==> config.mk <==
export PLATFORM = sky130hd
export DESIGN_NAME = wsd_step
export DESIGN_NICKNAME = d
export VERILOG_FILES = /design/src/rtl/wsd_pkg.sv /design/src/rtl/wsd_step.sv
export VERILOG_INCLUDE_DIRS = /design/src /design/src/rtl
export SDC_FILE = /design/constraint.sdc
export NUM_CORES = 1
export LEC_CHECK = 0
export ABC_AREA = 1
export ABC_CLOCK_PERIOD_IN_PS = 4500
export BUFFER_PORTS_ARGS = -buffer_cell sky130_fd_sc_hd__buf_2
export CORE_MARGIN = 10
export CORE_UTILIZATION = 35
export DETAILED_ROUTE_END_ITERATION = 10
export PLACE_DENSITY_LB_ADDON = 0.25
export SETUP_SLACK_MARGIN = 0.15
export SLEW_MARGIN = 30
export SYNTH_ARGS = -nofsm -noshare
export SYNTH_HDL_FRONTEND = slang
export SYNTH_SLANG_ARGS = --single-unit
==> constraint.sdc <==
create_clock -name clock -period 4.5 [get_ports clock]
set_input_delay 0.225 -clock clock [delete_from_list [all_inputs] [get_ports clock]]
set_output_delay 0.225 -clock clock [all_outputs]
set_load 0.05 [all_outputs]
==> src/rtl/websocket_frame_deframer_assert.svh <==
// ----------------------------------------------------------------------------
// websocket_frame_deframer assertion macros
// Shared concurrent assertion forms; the using module provides clock and reset.
// ----------------------------------------------------------------------------
`ifndef WEBSOCKET_FRAME_DEFRAMER_ASSERT_SVH
`define WEBSOCKET_FRAME_DEFRAMER_ASSERT_SVH

// same-cycle implication
`define WSD_ASSERT_SAME(label, ante, cons) \
   label: assert property (@(posedge clock) disable iff (reset) (ante) |-> (cons)) \
      else $error("wsd assertion failed");

// next-cycle implication
`define WSD_ASSERT_NEXT(label, ante, cons) \
   label: assert property (@(posedge clock) disable iff (reset) (ante) |=> (cons)) \
      else $error("wsd assertion failed");

`endif

==> src/rtl/wsd_pkg.sv <==
// ----------------------------------------------------------------------------
// wsd_pkg
// Types, codes and constants of the WebSocket frame deframer.
// ----------------------------------------------------------------------------
package wsd_pkg;

   localparam int LENGTH_WIDTH_DEFAULT = 64;
   localparam int BUF_SIZE_WIDTH       = 17;
   localparam logic [BUF_SIZE_WIDTH-1:0] BUF_SIZE_RESET  = 17'd4096;
   localparam logic [BUF_SIZE_WIDTH-1:0] HEADER_OVERHEAD = 17'd6;

   // header fields
   localparam int FIN_BIT  = 7;
   localparam int MASK_BIT = 7;
   localparam logic [6:0] LEN_CODE_EXT16 = 7'd126;
   localparam logic [6:0] LEN_CODE_EXT64 = 7'd127;
   localparam logic [3:0] EXT16_BYTES    = 4'd2;
   localparam logic [3:0] EXT64_BYTES    = 4'd8;

   // opcodes
   localparam logic [3:0] OP_TEXT   = 4'h1;
   localparam logic [3:0] OP_BINARY = 4'h2;
   localparam logic [3:0] OP_CLOSE  = 4'h8;

   // result kinds
   localparam logic [1:0] KIND_DATA  = 2'd0;
   localparam logic [1:0] KIND_CLOSE = 2'd1;
   localparam logic [1:0] KIND_ERROR = 2'd2;

   // error codes
   localparam logic [2:0] ERR_NONE      = 3'd0;
   localparam logic [2:0] ERR_FIN_CLEAR = 3'd1;
   localparam logic [2:0] ERR_RSV_SET   = 3'd2;
   localparam logic [2:0] ERR_UNMASKED  = 3'd3;
   localparam logic [2:0] ERR_TOO_LARGE = 3'd4;
   localparam logic [2:0] ERR_BAD_OP    = 3'd5;

   typedef enum logic [4:0] {
      PH_HDR0    = 5'b00001,
      PH_HDR1    = 5'b00010,
      PH_EXTLEN  = 5'b00100,
      PH_MASK    = 5'b01000,
      PH_PAYLOAD = 5'b10000
   } phase_type;

   typedef struct packed {
      logic [7:0] rx_byte;
   } req_item_type;

   typedef struct packed {
      logic [1:0] result_kind;
      logic [7:0] data_byte;
      logic [3:0] frame_opcode;
      logic       last_of_frame;
      logic [2:0] error_code;
   } rsp_item_type;

   typedef struct packed {
      logic         valid;
      rsp_item_type item;
   } step_result_type;

   function automatic step_result_type make_result(
      input logic [1:0] kind,
      input logic [7:0] data,
      input logic [3:0] op,
      input logic       last,
      input logic [2:0] err
   );
      step_result_type res;
      res.valid              = 1'b1;
      res.item.result_kind   = kind;
      res.item.data_byte     = data;
      res.item.frame_opcode  = op;
      res.item.last_of_frame = last;
      res.item.error_code    = err;
      return res;
   endfunction

endpackage

==> src/rtl/wsd_step.sv <==
// ----------------------------------------------------------------------------
// wsd_step
// Frame parser state and the per-byte step: header checks, length decode,
// mask capture and payload unmasking.
// ----------------------------------------------------------------------------
`include "websocket_frame_deframer_assert.svh"

module wsd_step #(
   parameter int LENGTH_WIDTH = wsd_pkg::LENGTH_WIDTH_DEFAULT
) (
   input  logic                               clock,
   input  logic                               reset,
   input  logic                               fire,
   input  logic [7:0]                         rx_byte,
   input  logic [wsd_pkg::BUF_SIZE_WIDTH-1:0] buffer_size,
   output wsd_pkg::step_result_type           result
);

   localparam int CMP_WIDTH = (LENGTH_WIDTH > wsd_pkg::BUF_SIZE_WIDTH) ?
                              LENGTH_WIDTH : wsd_pkg::BUF_SIZE_WIDTH;

   wsd_pkg::phase_type      phase_ff, phase_in;
   logic [3:0]              count_ff, count_in;
   logic [3:0]              opcode_ff, opcode_in;
   logic [LENGTH_WIDTH-1:0] remaining_ff, remaining_in;
   logic [3:0][7:0]         key_ff, key_in;
   logic [1:0]              mask_index_ff, mask_index_in;
   logic                    halted_ff, halted_in;
   logic                    overflow_ff, overflow_in;

   logic [LENGTH_WIDTH-1:0] ext_length;
   logic [LENGTH_WIDTH-1:0] rem_dec;
   logic                    overflow_now;
   logic [CMP_WIDTH-1:0]    len_candidate;
   logic [CMP_WIDTH-1:0]    limit;
   logic                    too_large;
   logic [7:0]              unmasked;

   assign ext_length   = {remaining_ff[LENGTH_WIDTH-9:0], rx_byte};
   assign overflow_now = overflow_ff || (remaining_ff[LENGTH_WIDTH-1 -: 8] != 8'd0);
   assign rem_dec      = remaining_ff - LENGTH_WIDTH'(1);
   assign unmasked     = rx_byte ^ key_ff[mask_index_ff];

   // one compare serves both the short length and the extended length
   assign len_candidate = (phase_ff == wsd_pkg::PH_HDR1) ? CMP_WIDTH'(rx_byte[6:0])
                                                         : CMP_WIDTH'(ext_length);
   assign limit     = CMP_WIDTH'(buffer_size - wsd_pkg::HEADER_OVERHEAD);
   assign too_large = (buffer_size < wsd_pkg::HEADER_OVERHEAD) || (len_candidate > limit);

   always_comb begin
      phase_in      = phase_ff;
      count_in      = count_ff;
      opcode_in     = opcode_ff;
      remaining_in  = remaining_ff;
      key_in        = key_ff;
      mask_index_in = mask_index_ff;
      halted_in     = halted_ff;
      overflow_in   = overflow_ff;
      result        = '0;

      if (!halted_ff) begin
         case (phase_ff)
            wsd_pkg::PH_HDR0: begin
               if (!rx_byte[wsd_pkg::FIN_BIT]) begin
                  result    = wsd_pkg::make_result(wsd_pkg::KIND_ERROR, 8'd0, rx_byte[3:0],
                                                   1'b0, wsd_pkg::ERR_FIN_CLEAR);
                  halted_in = 1'b1;
               end else begin
                  opcode_in = rx_byte[3:0];
                  if (rx_byte[6:4] != 3'd0) begin
                     result    = wsd_pkg::make_result(wsd_pkg::KIND_ERROR, 8'd0, rx_byte[3:0],
                                                      1'b0, wsd_pkg::ERR_RSV_SET);
                     halted_in = 1'b1;
                  end else begin
                     phase_in = wsd_pkg::PH_HDR1;
                  end
               end
            end
            wsd_pkg::PH_HDR1: begin
               if (!rx_byte[wsd_pkg::MASK_BIT]) begin
                  result    = wsd_pkg::make_result(wsd_pkg::KIND_ERROR, 8'd0, opcode_ff,
                                                   1'b0, wsd_pkg::ERR_UNMASKED);
                  halted_in = 1'b1;
               end else begin
                  remaining_in = '0;
                  overflow_in  = 1'b0;
                  count_in     = 4'd0;
                  if (rx_byte[6:0] == wsd_pkg::LEN_CODE_EXT16) begin
                     count_in = wsd_pkg::EXT16_BYTES;
                     phase_in = wsd_pkg::PH_EXTLEN;
                  end else if (rx_byte[6:0] == wsd_pkg::LEN_CODE_EXT64) begin
                     count_in = wsd_pkg::EXT64_BYTES;
                     phase_in = wsd_pkg::PH_EXTLEN;
                  end else begin
                     remaining_in = LENGTH_WIDTH'(rx_byte[6:0]);
                     if ((rx_byte[6:0] != 7'd0) && too_large) begin
                        result    = wsd_pkg::make_result(wsd_pkg::KIND_ERROR, 8'd0, opcode_ff,
                                                         1'b0, wsd_pkg::ERR_TOO_LARGE);
                        halted_in = 1'b1;
                     end else begin
                        phase_in = wsd_pkg::PH_MASK;
                     end
                  end
               end
            end
            wsd_pkg::PH_EXTLEN: begin
               overflow_in  = overflow_now;
               remaining_in = ext_length;
               count_in     = count_ff - 4'd1;
               if (count_ff == 4'd1) begin
                  if (overflow_now || ((ext_length != '0) && too_large)) begin
                     result    = wsd_pkg::make_result(wsd_pkg::KIND_ERROR, 8'd0, opcode_ff,
                                                      1'b0, wsd_pkg::ERR_TOO_LARGE);
                     halted_in = 1'b1;
                  end else begin
                     phase_in = wsd_pkg::PH_MASK;
                  end
               end
            end
            wsd_pkg::PH_MASK: begin
               key_in[count_ff[1:0]] = rx_byte;
               if (count_ff[1:0] == 2'd3) begin
                  count_in      = 4'd0;
                  mask_index_in = 2'd0;
                  phase_in      = (remaining_ff == '0) ? wsd_pkg::PH_HDR0 : wsd_pkg::PH_PAYLOAD;
               end else begin
                  count_in = {2'b00, count_ff[1:0] + 2'd1};
               end
            end
            wsd_pkg::PH_PAYLOAD: begin
               mask_index_in = mask_index_ff + 2'd1;
               remaining_in  = rem_dec;
               if ((opcode_ff == wsd_pkg::OP_TEXT) || (opcode_ff == wsd_pkg::OP_BINARY)) begin
                  result = wsd_pkg::make_result(wsd_pkg::KIND_DATA, unmasked, opcode_ff,
                                                rem_dec == '0, wsd_pkg::ERR_NONE);
                  if (rem_dec == '0) begin
                     phase_in = wsd_pkg::PH_HDR0;
                  end
               end else if (rem_dec == '0) begin
                  halted_in = 1'b1;
                  if (opcode_ff == wsd_pkg::OP_CLOSE) begin
                     result = wsd_pkg::make_result(wsd_pkg::KIND_CLOSE, 8'd0, wsd_pkg::OP_CLOSE,
                                                   1'b1, wsd_pkg::ERR_NONE);
                  end else begin
                     result = wsd_pkg::make_result(wsd_pkg::KIND_ERROR, 8'd0, opcode_ff,
                                                   1'b1, wsd_pkg::ERR_BAD_OP);
                  end
               end
            end
            default: begin
               phase_in = wsd_pkg::PH_HDR0;
            end
         endcase
      end
   end

   always_ff @(posedge clock) begin
      if (reset) begin
         phase_ff      <= wsd_pkg::PH_HDR0;
         count_ff      <= 4'd0;
         opcode_ff     <= 4'd0;
         remaining_ff  <= '0;
         mask_index_ff <= 2'd0;
         halted_ff     <= 1'b0;
         overflow_ff   <= 1'b0;
      end else if (fire) begin
         phase_ff      <= phase_in;
         count_ff      <= count_in;
         opcode_ff     <= opcode_in;
         remaining_ff  <= remaining_in;
         mask_index_ff <= mask_index_in;
         halted_ff     <= halted_in;
         overflow_ff   <= overflow_in;
      end
   end

   always_ff @(posedge clock) begin
      if (fire) begin
         key_ff <= key_in;
      end
   end

   `WSD_ASSERT_SAME(a_halted_silent, halted_ff, !result.valid)
   `WSD_ASSERT_SAME(a_data_only_text_binary,
      result.valid && (result.item.result_kind == wsd_pkg::KIND_DATA),
      (result.item.error_code == wsd_pkg::ERR_NONE) &&
      ((opcode_ff == wsd_pkg::OP_TEXT) || (opcode_ff == wsd_pkg::OP_BINARY)))
   `WSD_ASSERT_NEXT(a_last_byte_leaves_payload,
      fire && !halted_ff && (phase_ff == wsd_pkg::PH_PAYLOAD) &&
      (remaining_ff == LENGTH_WIDTH'(1)),
      (phase_ff != wsd_pkg::PH_PAYLOAD) || halted_ff)

endmodule

Word level (Yosys, flattened, before mapping) --
Index checks and enable logic that the tools add are counted.
Operators by class: $add $sub $neg 5, $mul 0, div/mod/pow operators 0, magnitude comparators 5, eq/ne operators 21, shift operators 0, mux-type cells 57, bitwise logic cells 2, reduce and logical (&&, ||, !) cells 24
Operator list (count):
- 19-bit two-way mux | 11
- 64-bit one-hot mux with 3 select lines | 1
- 64-bit zero test | 2
- 64-bit two-way mux | 2
- 19-bit one-hot mux with 4 select lines | 1
- 64-bit greater-than comparator | 1
- 64-bit nonzero test | 1
- 64-bit by 1-bit subtractor with 64-bit output (second input constant) | 1
- 5-bit two-way mux | 12
- 32-bit bitwise mux | 1
- 5-bit one-hot mux with 5 select lines | 1
- 4-bit AND reduction | 5
- 18-bit two-way mux | 1
- 17-bit by 3-bit subtractor with 18-bit output (second input constant) | 1
- 17-bit by 3-bit < comparator with 1-bit output (second input constant) | 1
- 8-bit binary-select mux with 2-bit select | 1
- 8-bit demux with 2-bit select | 1
- 8-bit two-way mux | 2
- 2-bit inequality test (second input constant) | 8
- 7-bit equality test (second input constant) | 2
- 7-bit two-way mux | 2
- 1-bit two-way mux | 12
- 4-bit two-way mux | 3
- 4-bit one-hot mux with 3 select lines | 1
- other kinds (28) | 40
Storage, ports and cells: flip-flop bits (word level) 113, latch bits 0, memory bits (writable) 0, bits in read-only memories 0, input bits 28, output and inout port bits 19, word-level logic and storage cells 125, memories kept 0

Depth between registers and ports, before layout --
depth in word-level cells 11, mapped depth 26, depth with buffers taken out 26

Least setup slack after synthesis --
Ideal clock, no wire load.
kind reg2out, start point register phase_ff[3], end point output result[6] (netlist name), data arrival time 3.471 ns, data required time 4.275 ns, path slack 0.804 ns, cell stages (with the launch flop) 25, buffers on the path 3, cell sequence dfxtp_1 nor2_1 nand2_1 nor2_4 buf_4 clkbuf_1 buf_1 nor2_1 ha_1 o21ai_0 nor2_1 nand3_1 nor2_1 nand3b_1 nor2_2 nand2_1 nand2_1 nand2_1 nand2_2 nand2_2 nand2_4 nand2_4 nand3_1 nand2_1 a21oi_2
RTL lines:
- start: declaration | line wsd_step.sv:22 | wsd_pkg::phase_type phase_ff, phase_in;
- start signal: assignment | line wsd_step.sv:159 | phase_ff <= wsd_pkg::PH_HDR0;
- start signal: assignment | line wsd_step.sv:167 | phase_ff <= phase_in;
- end: declaration | line wsd_step.sv:16 | output wsd_pkg::step_result_type result

==> flow_summary.ini <==
[run_status]
status = finished, final reports clean

[critical_path]
timing.critical_path.buf_inv = 4
crit_fanout = 5
r2r_start = remaining_ff[0]
required_ns = 4.28
max_stage_delay_ns = 0.37
rr_worst_depth = 21
crit_family = simple AND/OR/NAND/NOR gates
cpMostUsedCell = nand2_1
cp.arrival_ns = 3.91
r2r_slack_ns = 1.09
cp_slowest_cell = dfxtp_1
critPathKind = flop to output pin
r2r_end = phase_ff[3]
critPathLaunch = remaining_ff[0]
critPathCaptureType = output pin
endpoint = result[17]
cp.depth = 21
worstSetupStartpointType = flop
path_cells = inv_1, ha_2, nand2_2, nor2_2, nand2_1, nor2_4, nand2_1, inv_1, nand2_1, nand2_1, nand2_1, nor3_1, nand3_1, nor2_1, nand3_1, nor2_1, nand2_1, nand2_1, o21ai_0, inv_1, buf_2

[synth]
synth_edf_count = 32
seq_area_frac_synth_pct = 25.7
ys.flop_type = dfxtp_1
syn_avg_cell_area_sq_um = 6.23
synth_warnings = 0
syn_inst = 1613
syn_nets = 1690
ys_seq_elements = 113
async_reset_ff_share_pct = 0
syn_area_sq_mm = 0.0100
synth_cell_types = 47

[power_and_ir_drop]
p_leak_nw = 5.38
vdd_drop_max_v = 0.000327
power_density_mw_per_mm2 = 854

[floorplan]
dieWidth_um = 189
die_area_sq_mm = 0.0359
io_pins = 47
placeableCoreArea_sq_mm = 0.0281
num_rows = 61
start_util_pct = 35.8
die-height_um = 189

[clocking]
cts-root-buf = clkbuf_16
ctsLongestPathBuffers = 2
clk_latency_ns = 0.43
cts_tree = built
cts_sinks = 113
cts_hold_buf = 0
clk_pin_slew_ns = 0.07
htree_levels = 4
numCtsBuffers = 17

[route]
vias = 10866
wl_um = 36100
avgRoutedWirePerCell_um = 17.7
drtAntennaViolNets = 0
routed_via_density = 5.33
drt_iter0_markers = 1119
drtPass1Iterations = 5
drc = 0

[sta]
finalCritPeriodShare_pct = 91.9
fmaxAchievable_mhz = 242
slew_headroom_pct = 39.3
rsz0062_at_grt = true
tightest_slew_ns = 0.903
finalWorstPathRequiredPeriod_ns = 4.14
setup_tns_ns = 0
setup_violations = 0
worst_hold_slack_ns = 0.108
hold_viol_final = 0
skew_ns = 0.0134
maxSlewViolCount = 0

[global_route]
grt_pass1_vias = 10253
antenna_found_initial = 0
track_usage_pct = 19.6
grt_pass1_wl_um = 57100
overflow = 0
grt_max_degree = 72

[cells_and_area]
antenna_cells = 0
syn2layout_area_growth_pct = 13.9
fillers = 3077
nNetsFinal = 1725
layout-drive-gt1-share_pct = 11.8
final_area_sq_mm = 0.0114

[placed_design]
portBuffers = 46
placedInstanceArea_sq_mm = 0.0107
hpwlAfterDp_um = 26800
globalplace.congestion = 0.947

[min_path]
hp-class = primary input to flop

[run]
drv_cap = 0
## final cells by class
type	instances	area, sq um	share of cell area [%]
clock buffers	17	425	3.72
well taps	378	473	4.13
flip-flops and latches	113	2580	22.6
multi-input cells	1266	6680	58.3
inverters	180	676	5.90
clock inverters	15	164	1.43
repair buffers	70	448	3.91
## sequential cells by signal (all words and copies together) (netlist names)
name,count
halted_ff,1
count_ff,4
remaining_ff,64
phase_ff,5
mask_index_ff,2
key_ff,32
overflow_ff,1
opcode_ff,4
## worst reg2reg max path, cell delays in order, from the launching register on
cell	delay, ns
dfxtp_1	0.37
inv_1	0.17
ha_2	0.27
nand2_2	0.13
nor2_2	0.21
nand2_1	0.22
nor2_4	0.21
nand2_1	0.12
inv_1	0.09
nand2_1	0.08
xor2_2	0.23
nand2_1	0.08
nor2_1	0.11
nand2_1	0.08
nor2_1	0.12
nand3_1	0.17
nand2_1	0.15
nand4_4	0.15
nor2_4	0.17
nand2_1	0.07
nand2_1	0.06
nor2_1	0.04
## worst min-delay path by stage
stage / from / end / cells past startpoint
after floorplan: reset / halted_ff / 1
after detailed placement: overflow_ff / overflow_ff / 2
after global placement: overflow_ff / overflow_ff / 2
after global routing: rx_byte[7] / key_ff[31] / 1
after CTS: rx_byte[7] / key_ff[31] / 1
final: rx_byte[7] / key_ff[31] / 1
## what timing repair did
item | in CTS | in global routing
endpoints found under the setup margin | 0 | 9
endpoints found under the hold margin | 0 | 0
setup buffers | 0 | 2
resized for setup | 0 | 22
## synthesized netlist by cell type (3+ instances only)
| cell type | count | area (sq um) |
|---|---|---|
| nand2_1 | 407 | 1530 |
| nor2_1 | 256 | 961 |
| inv_1 | 177 | 664 |
| o21ai_0 | 100 | 500 |
| dfxtp_1 | 81 | 1620 |
| nand3_1 | 72 | 360 |
| a21oi_1 | 61 | 305 |
| xor2_1 | 58 | 508 |
| a31oi_1 | 57 | 357 |
| ha_1 | 49 | 613 |
| clkbuf_1 | 43 | 161 |
| nor3_1 | 38 | 190 |
| edfxtp_1 | 32 | 961 |
| nand4_1 | 30 | 188 |
| or2_2 | 25 | 156 |
| nor2_2 | 20 | 125 |
| nor4_1 | 11 | 68.8 |
| o21bai_1 | 10 | 75.1 |
| nand2_2 | 9 | 56.3 |
| a32o_1 | 8 | 80.1 |
| nor3_2 | 6 | 60.1 |
| nor2_4 | 5 | 56.3 |
| xnor2_1 | 5 | 43.8 |
| a21o_1 | 4 | 30.0 |
| a21oi_2 | 4 | 35.0 |
| o22ai_1 | 4 | 25.0 |
| buf_1 | 3 | 11.3 |
| buf_2 | 3 | 15.0 |
| buf_6 | 3 | 33.8 |
| clkinv_1 | 3 | 11.3 |
| nand3_2 | 3 | 30.0 |
## cells in the final DEF (no fill, tap or decap), types with 5 or more instances in the layout
master,count
o21ai_0,100
xor2_2,7
edfxtp_1,32
o21bai_1,10
buf_2,43
dfxtp_1,81
a32o_1,8
inv_6,7
nand2_2,8
buf_4,22
a31oi_1,57
nor2_1,254
xor2_1,51
nand4_1,30
nand2_1,407
nand3_1,71
nor3_2,8
or2_2,25
nor2_2,20
clkbuf_16,18
nor4_1,10
inv_1,176
nor2_4,7
nor3_1,35
ha_1,48
xnor2_1,5
a21oi_1,60
## logic make-up (layout without fill, tap and decap cells)
logic type,Yosys count,after routing,synth area share [%]
XOR/XNOR,63,63,5.49
flip-flops,113,113,25.7
AND/OR/NAND/NOR,893,893,38.6
adder cells (fa/ha/maj),49,49,6.10
buffers and inverters,234,282,9.08
AO/OA/AOI/OAI,261,261,15.0
## metrics by stage
stage / power (mW) / util [%] / setup WS (ns) / cells
floorplan: 5.91 / - / 0.804 / 1613
global placement: 8.08 / 38.1 / 0.432 / 2004
detailed placement: 8.01 / 38.1 / 0.334 / 2004
CTS: 9.41 / 40.2 / 0.253 / 2036
global route: 10.5 / 40.8 / 0.143 / 2039
finish: 9.77 / 40.8 / 0.363 / 2039
## per-layer routing
metal | vias to the layer above | part of all wire, % | track usage (%)
li1 | 5397 | - | -
met1 | 5033 | 46 | 26.6
met3 | 51 | 7.1 | 3.14
met2 | 385 | 45 | 31.5
met4 | 0 | 1.8 | 5.37
met5 | - | 0 | 0
## power by group
group	switching [mW]	internal [mW]
Sequential	0.193	1.16
Clock	0.601	0.787
Combinational	5.05	1.98
Total	5.85	3.93
Power figures use the tool's default switching activity.
